$ cat src/hbp_pkg.sv
`timescale 1ns / 1ps
package hbp_pkg;

	localparam int FUNC_W           = 2;
	localparam int SYM_W            = 8;
	localparam int WORD_BITS        = 32;
	localparam int LEN_IN_W         = 6;
	localparam int BYTE_BITS        = 8;
	localparam int DEPTH            = 256;
	localparam int ACC_W            = BYTE_BITS + WORD_BITS;
	localparam int CNT_W            = $clog2(ACC_W);
	localparam int MAX_CODE_LEN_DEF = 32;

	typedef enum logic [FUNC_W-1:0] {
		FUNC_LOAD   = 2'd0,
		FUNC_ENCODE = 2'd1,
		FUNC_FINISH = 2'd2
	} func_t;

	typedef enum logic [2:0] {
		ST_IDLE,
		ST_BUILD,
		ST_EMIT,
		ST_FIN_DATA,
		ST_FIN_CNT
	} state_t;

	typedef enum logic [1:0] {
		OUT_NONE,
		OUT_ACC,
		OUT_CNT,
		OUT_EIGHT
	} out_sel_t;

	typedef struct packed {
		logic     wr_en;
		logic     rd_en;
		logic     build;
		logic     shift;
		logic     clear;
		out_sel_t out_sel;
		logic     out_last;
	} hbp_cmd_t;

	typedef struct packed {
		logic has_byte;
		logic last_byte;
		logic cnt_zero;
		logic slot_free;
	} hbp_stat_t;

endpackage

$ cat src/hbp_ctrl.sv
`timescale 1ns / 1ps
module hbp_ctrl (
	input  logic                       clk,
	input  logic                       arst_n,
	input  logic                       in_valid,
	input  logic [hbp_pkg::FUNC_W-1:0] func,
	input  hbp_pkg::hbp_stat_t         stat,
	output logic                       in_ready,
	output hbp_pkg::hbp_cmd_t          cmd
);
	import hbp_pkg::*;

	state_t state_q;
	state_t state_d;

	always_ff @(posedge clk or negedge arst_n) begin
		if (!arst_n) begin
			state_q <= ST_IDLE;
		end else begin
			state_q <= state_d;
		end
	end

	always_comb begin
		state_d      = state_q;
		in_ready     = 1'b0;
		cmd          = '0;
		cmd.out_sel  = OUT_NONE;
		case (state_q)
			ST_IDLE: begin
				in_ready = 1'b1;
				if (in_valid) begin
					case (func_t'(func))
						FUNC_LOAD: begin
							cmd.wr_en = 1'b1;
						end
						FUNC_ENCODE: begin
							cmd.rd_en = 1'b1;
							state_d   = ST_BUILD;
						end
						FUNC_FINISH: begin
							state_d = ST_FIN_DATA;
						end
						default: begin
							state_d = ST_IDLE;
						end
					endcase
				end
			end
			ST_BUILD: begin
				cmd.build = 1'b1;
				state_d   = ST_EMIT;
			end
			ST_EMIT: begin
				if (!stat.has_byte) begin
					state_d = ST_IDLE;
				end else if (stat.slot_free) begin
					cmd.out_sel  = OUT_ACC;
					cmd.out_last = stat.last_byte;
					cmd.shift    = 1'b1;
					if (stat.last_byte) begin
						state_d = ST_IDLE;
					end
				end
			end
			ST_FIN_DATA: begin
				if (stat.slot_free) begin
					if (stat.cnt_zero) begin
						cmd.out_sel  = OUT_EIGHT;
						cmd.out_last = 1'b1;
						cmd.clear    = 1'b1;
						state_d      = ST_IDLE;
					end else begin
						cmd.out_sel = OUT_ACC;
						state_d     = ST_FIN_CNT;
					end
				end
			end
			ST_FIN_CNT: begin
				if (stat.slot_free) begin
					cmd.out_sel  = OUT_CNT;
					cmd.out_last = 1'b1;
					cmd.clear    = 1'b1;
					state_d      = ST_IDLE;
				end
			end
			default: begin
				state_d = ST_IDLE;
			end
		endcase
	end

endmodule

$ cat config.mk
export PLATFORM = sky130hd
export DESIGN_NAME = hbp_ctrl
export DESIGN_NICKNAME = d
export VERILOG_FILES = /design/src/hbp_pkg.sv /design/src/hbp_ctrl.sv
export SDC_FILE = /design/constraint.sdc
export NUM_CORES = 1
export LEC_CHECK = 0
export ABC_AREA = 1
export BUFFER_PORTS_ARGS = -buffer_cell sky130_fd_sc_hd__buf_2
export CAP_MARGIN = 10
export CORE_AREA = 2 2 39 41
export CTS_CLUSTER_SIZE = 40
export DETAILED_ROUTE_END_ITERATION = 8
export DIE_AREA = 0 0 41 43
export PLACE_DENSITY = 0.59
export SLEW_MARGIN = 10
export SYNTH_ARGS = -nofsm -noshare
export SYNTH_HDL_FRONTEND = slang
export SYNTH_SLANG_ARGS = --single-unit
$ cat constraint.sdc
create_clock -name clk -period 2.2 [get_ports clk]
set_clock_uncertainty 0.15 [all_clocks]
set_input_delay 0.22 -clock clk [delete_from_list [all_inputs] [get_ports clk]]
set_output_delay 0.22 -clock clk [all_outputs]
set_load 0.02 [all_outputs]
# --- After elaboration in Yosys (flattened, before gate mapping) ---
# Cells that the tools add are included.
word_totals:
  latchBits: 0
  memories: 0
  register_bits: 3
  word_cells: 42
  rom_bits: 0
  ram_bits: 0
  out_inout_bits: 9
op_classes:
  n_lt_le_gt_ge: 0
  reduce_logical: 3
  mux: 26
  n_bitwise: 0
  n_addsub: 0
  multipliers: 0
  n_div: 0
  shifts: 0
  n_eq_ne: 12
ops:
  columns: ["op", "n"]
  rows:
  - ["two-way mux 3 bit", 7]
  - ["one-hot mux 3 bit (3 select lines)", 2]
  - ["one-hot mux 3 bit (5 select lines)", 1]
  - ["two-way mux 2 bit", 5]
  - ["two-way mux 1 bit", 8]
  - ["two-way mux 4 bit", 2]
  - ["!= test 2 bit (second input constant)", 4]
  - ["equality test 3 x 2 -> 1 bit (second input constant)", 2]
  - ["!= test 3 bit (second input constant)", 2]
  - ["AND reduction 6 bit", 1]
  - ["equality test 3 x 1 -> 1 bit (second input constant)", 1]
  - ["equality test 3 bit (second input constant)", 1]
  - ["logical NOT 3 bit", 1]
  - ["equality test 2 x 1 -> 1 bit (second input constant)", 1]
  - ["equality test 2 bit (second input constant)", 1]
  - ["logical NOT 2 bit", 1]
  - ["one-hot mux 1 bit (2 select lines)", 1]

# --- Longest topological paths before layout ---
# Gate-level depths: netlist of run 1.
depth:
  ltp_word: 4
  ltp_mapped: 8
  ltp_nobuf: 8

# --- Worst setup path after synthesis of run 1 ---
# OpenSTA, ideal clock, no wires.
synth_timing:
  path_kind: "register to output"
  startpoint: "register state_q[0]"
  endpoint: "output port cmd[1] (netlist name)"
  arrival_time_ns: 1.201
  path_stages_with_launch: 5
  required_ns: 1.830
  setup_slack_ns: 0.629
  cell_sequence: "dfrtp_1 inv_1 nand3_1 nor3_2 o21bai_1"
synth_lines:
  columns: ["element", "line", "rtl"]
  rows:
  - ["from (decl)", "hbp_ctrl.sv:13", "state_t state_q;"]
  - ["from (signal assigned)", "hbp_ctrl.sv:20", "state_q <= state_d;"]
  - ["to (decl)", "hbp_ctrl.sv:9", "output hbp_pkg::hbp_cmd_t cmd"]

==> reports/results.tsv, run 1 <==
stage	metric	value	unit
worst_hold_path	worst hold path class	input port to register	
global_route	first-pass GRT wire length	1270	um
setup_path	worst-case reg-to-reg path depth	6	
placed_design	HPWL after DPL	652	um
yosys	Post-synth top cells	18 x nand2_1, 13 x inv_1, 8 x nand3_1, 8 x nor2_1	
sta	Tmin final	1700	ps
floorplanning	Core ar.	1380	um^2
yosys	#FFs+latches synth	3	
route	antenna-violating nets left	0	
yosys	Synthesized Nets	76	
floorplanning	Die ar.	1760	um^2
outcome	outcome	finished, final reports clean	
floorplanning	Top Ports	18	
yosys	post-synthesis sequential area ratio	20.3	%
placed_design	Routability Congestion	0.789	
sta	Hold Fails Final Rpt	0	
power	switching power	0.209	mW
setup_path	Worst setup EP type	output pin	
power	P_leak	0.354	nW
power	logic gate share of total power	57.6	%
sta	setup_tns	0	ps
sta	fin crit share	77.4	%
route	initial drt markers	2	
yosys	compound-cell area share of the yosys netlist	2.03	%
yosys	top post-synthesis cells by area	dfrtp_1 20%, nand2_1 18%, inv_1 13%	
power	Power Total	0.432	mW
setup_path	critical path's top delay family	flip-flops	
setup_path	max incr delay on CP	400	ps
setup_path	Buf+Inv Stages, Crit Path	2	
worst_hold_path	hold endpoint	state_q[2]$_DFFE_PN0P_	
route	Vias	428	
setup_path	crit-path cells	inv_1, nand3_1, nor3_2, o21bai_1, buf_2	
power	Int Power	0.224	mW
route	Via density	4.20	
power	switching share of power	48.3	%
power	Worst VDD drop	275	uV
worst_hold_path	beginning of the worst hold path	stat[1]	
cells_and_area	largest registers	state_q: 3 flops	
yosys	mapped cell area	369	um^2
sta	f_max	0.587	GHz
job	Max Cap Violations	0	
yosys	Syn Area/Cell	5.77	um^2
power	clock network fraction of design power	21.9	%
yosys	synth warn	0	
route	DRC Markers	0	
global_route	GRT overflow	0	
cells_and_area	FILL cells	151	
power	power density cells	847	nW/um^2
cts	CTS buffer count	3	
floorplanning	die width	41	um
worst_hold_path	hold path depth	4	
yosys	xor/xnor cell area share of the yosys netlist	0	%
cells_and_area	nets	99	
sta	Slew @ Worst Pin	180	ps
floorplanning	starting density of the core	26.7	%
power	sequential fraction of design power	20.5	%
cells_and_area	Largest register FFs	3	
yosys	mux share of post-synthesis cell area	0	%
sta	Fin Hold WS	129	ps
setup_path	CP max FO	4	
yosys	top_reg_cell synth	dfrtp_1	
sta	Setup Viol. Count Final	0	
cts	clk root buf	clkbuf_4	
yosys	post-synthesis adder-cell area fraction	10.2	%
yosys	Yosys cell types	13	
sta	RSZ-0062 raised after global routing	no	
setup_path	startpoint types	register	
floorplanning	FP Rows	14	
cts	CTS max path bufs	2	
route	final WL	763	um
sta	fin. max-slew vios	0	
setup_path	crit path DAT	1330	ps
cells_and_area	total inserted antenna cells	0	
global_route	Total GRT Usage	9.87	%
cts	H-tree levels	1	
global_route	vias in the first global route	370	
yosys	count leader, synth	nand2_1	
cts	CTS tree	built	
cells_and_area	multi-input logic area	234	um^2
global_route	initial antenna violation count	0	
route	Routed wire per std cell	7.48	um
yosys	combinational family with the most area after synthesis	simple AND/OR/NAND/NOR gates	
yosys	Synth Instances	64	
setup_path	FF-to-FF setup slack	940	ps
placed_design	post-place setup slack	735	ps
setup_path	kind of critical path	register to output pin	
cts	Worst-path clk slew	40	ps
yosys	Async SR Flop Fraction	100	%
cts	Num Clock Sinks	3	
floorplanning	chip height	43	um
cts	worst-skew pair later-pin latency	230	ps
setup_path	Worst path slowest cell	dfrtp_1	
yosys	Post-synth EDFFs	0	
cells_and_area	area grow syn2layout	38.3	%
cells_and_area	layout cells sized above 1	33.7	%
cts	Gates resized, CTS repair	0	
yosys	dominant cell type by area after synthesis	dfrtp_1	
cells_and_area	register area	75.1	um^2
route	drt pass-1 iters	4	
cells_and_area	Reg with most FFs	state_q	
sta	slew margin rel.	88.0	%
placed_design	IO Port Bufs	17	
setup_path	Required @ worst endpoint	1830	ps
setup_path	Worst R2R Start	state_q[1]$_DFFE_PN0P_	
yosys	Yosys top cell area share	20.3	%
global_route	largest net degree at the start of global routing	6	
setup_path	reg-to-reg endpoint	state_q[0]$_DFFE_PN0P_	
cts	Post-CTS Setup Inserts	0	
yosys	Post-Synth Simple-Gate Area	51.2	%
sta	final worst-path setup slack	497	ps
## worst min-delay path: cells and delay by family
family	cells	cell delay, ps
buffers and inverters	1	90
AND/OR/NAND/NOR	3	150
## worst max-delay path by stage
| stage | startpoint | endpoint | slack [ps] | cells past startpoint |
|---|---|---|---|---|
| 6_report | state_q[0]$_DFFE_PN0P_ | cmd[1] | 500 | 5 |
| 5_1_grt | state_q[0]$_DFFE_PN0P_ | cmd[1] | 380 | 5 |
| 3_3_place_gp | state_q[0]$_DFFE_PN0P_ | cmd[1] | 720 | 5 |
| 2_1_floorplan | state_q[0]$_DFFE_PN0P_ | cmd[1] | 630 | 4 |
| 3_5_place_dp | state_q[0]$_DFFE_PN0P_ | cmd[1] | 730 | 5 |
| 4_1_cts | state_q[0]$_DFFE_PN0P_ | cmd[1] | 490 | 5 |
## power by group through the flow
stage,registers (mW),logic (mW),clock network (mW)
4_1_cts,0.0877,0.252,0.0978
3_3_place_gp,0.0873,0.250,0
3_5_place_dp,0.0892,0.250,0
6_report,0.0887,0.249,0.0947
2_1_floorplan,0.0844,0.185,0
5_1_grt,0.0905,0.281,0.103
## metrics by stage
step	area [um^2]	util, %	instances
global placement	474	34.3	97
finish	510	36.9	102
global route	510	36.9	102
floorplan	369	-	64
detailed placement	474	34.3	97
CTS	510	36.9	102
## cell type report
cell class                      count  area share, %
Tap cell                           16           3.92
Clock buffer                        4           5.15
Sequential cell                     3           14.7
Timing Repair Buffer               18           18.6
Inverter                           16           11.8
Multi-Input combinational cell     45           45.8
## kinds of logic (layout without fill, tap and decap cells)
kind of cell             Yosys count  after routing
flip-flops                         3              3
AO/OA/AOI/OAI                      1              1
buffers and inverters             16             38
adder cells (fa/ha/maj)            3              3
AND/OR/NAND/NOR                   41             41
## metal layers
layer / up-vias / wire, um / GRT usage, %
li1: 232 / - / -
met1: 181 / 349 / 13.3
met2: 15 / 358 / 15.6
met3: 0 / 55 / 2.09
met4: 0 / 0 / 2.00
met5: - / 0 / 0
## cell usage in the layout, fill, tap and decap left out
cell type,n
nor3_2,1
nand2_1,18
inv_2,3
nor3_1,1
nor2_4,1
nor2_1,8
o21bai_1,1
clkbuf_1,1
nand2_2,2
buf_2,17
dlygate4sd3_1,1
clkbuf_4,3
nand3_1,8
dfrtp_1,3
ha_1,3
inv_1,13
nor2_2,2
## timing repair
item / in CTS / in global routing
hold endpoints to repair: 3 / 0
endpoints found under the setup margin: 0 / 0
hold buffers: 1 / 0
(Power assumes the default switching activity.)
==> inputs of run 2 (changes only) <==
--- a/config.mk
+++ b/config.mk
@@ -12,7 +12,7 @@
 export CTS_CLUSTER_SIZE = 40
 export DETAILED_ROUTE_END_ITERATION = 8
 export DIE_AREA = 0 0 41 43
-export PLACE_DENSITY = 0.59
+export PLACE_DENSITY = 0.61
 export SLEW_MARGIN = 10
 export SYNTH_ARGS = -nofsm -noshare
 export SYNTH_HDL_FRONTEND = slang
==> constraint.sdc (replaced) <==
create_clock -name clk -period 1.55 [get_ports clk]
set_clock_uncertainty 0.15 [all_clocks]
set_input_delay 0.155 -clock clk [delete_from_list [all_inputs] [get_ports clk]]
set_output_delay 0.155 -clock clk [all_outputs]
set_load 0.02 [all_outputs]
==> reports/results.tsv, run 2 (synthesized netlist as in run 1, its figures left out) <==
stage	metric	value	unit
placed_design	Routability Congestion	0.789	
route	final WL	927	um
cells_and_area	final core utilization	49.9	%
setup_path	worst-case reg-to-reg path depth	8	
cells_and_area	Reg with most FFs	state_q	
floorplanning	FP Rows	14	
power	sequential fraction of design power	18.2	%
cts	Worst-path clk slew	40	ps
outcome	outcome	finished, violations left	
setup_path	CP max FO	4	
sta	fin. max-slew vios	0	
outcome	failing checks	negative setup slack	
route	Via density	4.25	
setup_path	Setup crit start	state_q[2]$_DFFE_PN0P_	
route	Routed wire per std cell	8.43	um
cells_and_area	largest registers	state_q: 3 flops	
setup_path	Worst setup EP type	output pin	
cts	CTS max path bufs	2	
setup_path	reg-to-reg endpoint	state_q[1]$_DFFE_PN0P_	
power	switching share of power	46.8	%
route	drt pass-1 iters	2	
sta	Hold Fails Final Rpt	0	
worst_hold_path	worst hold path class	input port to asynchronous set/reset pin	
power	clock network fraction of design power	17.2	%
setup_path	Required @ worst endpoint	1240	ps
cells_and_area	commonest non-fill, non-tap cell in the layout	nand2_1	
route	Vias	467	
power	power density cells	1210	nW/um^2
placed_design	post-place setup slack	138	ps
cells_and_area	most frequent cells in the layout	14 x nand2_1, 10 x inv_1, 10 x buf_2, 10 x buf_4, 6 x inv_2	
sta	fin crit share	101	%
sta	slew margin rel.	87.6	%
cells_and_area	Non-Filler Instances	110	
cells_and_area	total inserted antenna cells	0	
cells_and_area	Largest register FFs	3	
global_route	largest net degree at the start of global routing	6	
setup_path	crit path DAT	1270	ps
global_route	GRT overflow	0	
power	P_leak	0.406	nW
floorplanning	starting density of the core	26.7	%
power	switching power	0.392	mW
setup_path	Worst R2R Start	state_q[0]$_DFFE_PN0P_	
cts	Num Clock Sinks	3	
sta	RSZ-0062 raised after global routing	yes	
setup_path	FF-to-FF setup slack	190	ps
cts	worst-skew pair later-pin latency	240	ps
route	antenna-violating nets left	0	
cells_and_area	area grow syn2layout	87.1	%
job	Max Cap Violations	0	
sta	Tmin final	1570	ps
floorplanning	Die ar.	1760	um^2
cts	clk root buf	clkbuf_4	
route	initial drt markers	8	
route	DRC Markers	0	
setup_path	kind of critical path	register to output pin	
sta	Setup Viol. Count Final	2	
global_route	first-pass GRT wire length	1430	um
power	Worst VDD drop	517	uV
placed_design	HPWL after DPL	648	um
power	logic gate share of total power	64.6	%
cells_and_area	FILL cells	133	
floorplanning	Core ar.	1380	um^2
floorplanning	chip height	43	um
floorplanning	die width	41	um
power	Int Power	0.445	mW
global_route	Total GRT Usage	11.5	%
cells_and_area	nets	107	
setup_path	Worst Setup EP	cmd[0]	
global_route	vias in the first global route	406	
placed_design	IO Port Bufs	17	
floorplanning	Top Ports	18	
cts	CTS tree	built	
sta	final worst-path setup slack	-22.2	ps
cts	H-tree levels	1	
sta	Slew @ Worst Pin	185	ps
placed_design	placed cells	97	
sta	Fin Hold WS	87.1	ps
sta	f_max	0.636	GHz
global_route	initial antenna violation count	0	
setup_path	startpoint types	register	
cts	CTS buffer count	3	
cells_and_area	layout cells sized above 1	56.4	%
-- run 2: changes by cell type in the layout (fill, tap and decap cells not counted), sizes merged --
| cell | previous run | this run |
|---|---|---|
| buf | 17 | 25 |
-- run 2: power groups by stage --
stage,Combinational (mW),Clock [mW],Sequential (mW)
3_5_place_dp,0.353,0,0.126
5_1_grt,0.597,0.152,0.157
4_1_cts,0.443,0.147,0.136
3_3_place_gp,0.356,0,0.124
6_report,0.540,0.144,0.152
2_1_floorplan,0.263,0,0.120
-- run 2: repair_timing --
action	CTS	global route
endpoints found under the hold margin	3	0
setup buffers	4	5
hold buffers	1	0
gates resized for setup	10	25
setup endpoints to repair	6	8
pin swaps	4	3
-- run 2: layer usage --
layer	share of wire, %	vias up	wire (um)	global-route usage [%]
li1	-	247	-	-
met1	40	205	372	13.0
met2	54	13	504	20.3
met3	3.3	2	31	0
met4	1.9	0	18	6.00
met5	0	-	0	0
-- run 2: worst min-delay path by stage --
stage                                         to  cells after the start
after floorplan           state_q[0]$_DFFE_PN0P_                      0
after global placement    state_q[0]$_DFFE_PN0P_                      1
after detailed placement  state_q[2]$_DFFE_PN0P_                      1
after CTS                 state_q[2]$_DFFE_PN0P_                      4
after global routing      state_q[2]$_DFFE_PN0P_                      2
final                     state_q[2]$_DFFE_PN0P_                      2
-- run 2: layout make-up --
cell class | count | area [um^2] | share of cell area (%)
sequential | 3 | 77.6 | 11.2
multi-input combinational | 45 | 315 | 45.7
tap | 16 | 20.0 | 2.90
timing repair buffer | 26 | 191 | 27.7
inverter | 16 | 60.1 | 8.70
clock buffer | 4 | 26.3 | 3.80
-- run 2: per-stage QoR --
stage	power, mW	cell area, um^2	TNS (ps)
6_report	0.837	691	-40.2
5_1_grt	0.905	691	-366
4_1_cts	0.726	574	-354
3_5_place_dp	0.479	474	0
3_3_place_gp	0.480	474	0
2_1_floorplan	0.383	369	0
-- run 2: critical path, stage by stage, from the launching register on --
cell	delay (ps)
dfrtp_1	380
inv_2	130
nand3_4	100
nor3_4	140
nand2_1	80
nand3_1	80
buf_6	120
==> inputs of run 3 (changes only) <==
==> constraint.sdc (replaced) <==
create_clock -name clk -period 1.55 [get_ports clk]
set_clock_uncertainty 0.15 [all_clocks]
set_input_delay 0.155 -clock clk [delete_from_list [all_inputs] [get_ports clk]]
set_output_delay 0.155 -clock clk [all_outputs]
set_load 0.005 [all_outputs]
==> reports/results.tsv, run 3 (synthesized netlist as in run 1, its figures left out) <==
stage	metric	value	unit
global_route	GRT overflow	0	
route	Via density	4.14	
placed_design	Routability Congestion	0.789	
job	Max Cap Violations	0	
sta	Hold Fails Final Rpt	0	
placed_design	placed cells	97	
route	DRC Markers	0	
sta	RSZ-0062 raised after global routing	yes	
setup_path	FF-to-FF setup slack	250	ps
cts	worst-skew pair later-pin latency	240	ps
power	Power Total	0.689	mW
cells_and_area	nets	104	
cells_and_area	Reg with most FFs	state_q	
setup_path	startpoint types	register	
cells_and_area	area grow syn2layout	61.0	%
cells_and_area	layout cells sized above 1	48.4	%
global_route	largest net degree at the start of global routing	6	
cells_and_area	final core utilization	42.9	%
worst_hold_path	hold endpoint	state_q[2]$_DFFE_PN0P_	
route	antenna-violating nets left	0	
cts	Num Clock Sinks	3	
sta	Tmin final	1530	ps
sta	fin crit share	98.6	%
power	logic gate share of total power	57.7	%
floorplanning	chip height	43	um
floorplanning	starting density of the core	26.7	%
cts	CTS buffer count	3	
cells_and_area	largest registers	state_q: 3 flops	
cells_and_area	commonest non-fill, non-tap cell in the layout	nand2_1	
cts	Worst-path clk slew	40	ps
sta	Slew @ Worst Pin	159	ps
setup_path	crit path DAT	1220	ps
sta	fin. max-slew vios	0	
worst_hold_path	worst hold path class	input port to register	
route	final WL	872	um
floorplanning	Top Ports	18	
cts	clk root buf	clkbuf_4	
global_route	first-pass GRT wire length	1460	um
worst_hold_path	hold path depth	4	
floorplanning	die width	41	um
worst_hold_path	beginning of the worst hold path	stat[1]	
floorplanning	FP Rows	14	
setup_path	reg-to-reg endpoint	state_q[0]$_DFFE_PN0P_	
power	switching share of power	43.7	%
sta	f_max	0.654	GHz
power	clock network fraction of design power	20.9	%
cts	CTS max path bufs	2	
sta	slew margin rel.	89.4	%
global_route	Total GRT Usage	12.0	%
setup_path	Worst R2R Start	state_q[2]$_DFFE_PN0P_	
placed_design	IO Port Bufs	17	
route	Routed wire per std cell	8.15	um
power	Int Power	0.388	mW
cts	CTS tree	built	
route	drt pass-1 iters	3	
power	switching power	0.301	mW
global_route	vias in the first global route	406	
floorplanning	Die ar.	1760	um^2
setup_path	Required @ worst endpoint	1240	ps
cells_and_area	FILL cells	147	
cells_and_area	Non-Filler Instances	107	
power	sequential fraction of design power	21.4	%
global_route	initial antenna violation count	0	
cells_and_area	total inserted antenna cells	0	
sta	Setup Viol. Count Final	0	
power	power density cells	1160	nW/um^2
setup_path	CP max FO	5	
outcome	outcome	finished, final reports clean	
route	Vias	443	
setup_path	Worst setup EP type	output pin	
cells_and_area	Largest register FFs	3	
cts	H-tree levels	1	
floorplanning	Core ar.	1380	um^2
placed_design	HPWL after DPL	656	um
setup_path	worst-case reg-to-reg path depth	7	
setup_path	kind of critical path	register to output pin	
sta	Fin Hold WS	68.9	ps
route	initial drt markers	6	
power	Worst VDD drop	418	uV
cells_and_area	most frequent cells in the layout	18 x nand2_1, 17 x buf_2, 11 x inv_1, 6 x nor2_1	
power	P_leak	0.380	nW
## run 3: power by group through the flow
stage          Clock [mW]  Sequential (mW)  Combinational, mW
2_1_floorplan           0            0.120              0.210
3_3_place_gp            0            0.124              0.302
3_5_place_dp            0            0.125              0.301
4_1_cts             0.150            0.138              0.375
5_1_grt             0.150            0.151              0.451
6_report            0.144            0.147              0.398
## run 3: timing repair
item,in CTS,in global routing
buffers inserted,4,1
pin swaps,3,2
hold buffers,1,0
gates cloned,0,0
hold endpoints to repair,3,0
gates resized for setup,7,6
setup endpoints to repair,2,6
## run 3: worst max path at each step
stage / start / slack, ps / depth (start not counted) / endpoint
2_1_floorplan: state_q[0]$_DFFE_PN0P_ / 350 / 4 / cmd[1]
3_3_place_gp: state_q[0]$_DFFE_PN0P_ / 190 / 5 / cmd[1]
3_5_place_dp: state_q[0]$_DFFE_PN0P_ / 200 / 6 / cmd[0]
4_1_cts: state_q[0]$_DFFE_PN0P_ / -30 / 6 / cmd[0]
5_1_grt: state_q[2]$_DFFE_PN0P_ / -50 / 6 / cmd[0]
6_report: state_q[2]$_DFFE_PN0P_ / 20 / 5 / cmd[7]
## run 3: final cells by class
class	instances	area (um^2)	share of cell area (%)
Sequential cell	3	77.6	13.1
Clock buffer	4	26.3	4.42
Inverter	16	60.1	10.1
Tap cell	16	20.0	3.37
Multi-Input combinational cell	45	278	46.7
Timing Repair Buffer	23	133	22.3
## run 3: metrics by stage
step	TNS, ps	worst slack [ps]	instance area, um^2
after floorplan	0	353	369
after global placement	0	195	474
after detailed placement	0	199	474
after CTS	-40.5	-26.5	568
after global routing	-144	-53.7	594
final	0	21.8	594
## run 3: metal layers
layer | global-route usage (%) | wire length, um | vias to the layer above | part of all wire, %
li1 | - | - | 242 | -
met1 | 12.7 | 353 | 186 | 40
met2 | 21.9 | 455 | 13 | 52
met3 | 0.524 | 45 | 2 | 5.2
met4 | 6.00 | 18 | 0 | 2.1
met5 | 0 | 0 | - | 0
## run 3: critical path: stages (launching register included)
cell	delay (ps)
dfrtp_1	400
inv_2	110
buf_4	130
nand2_2	100
nor3_2	120
buf_2	130
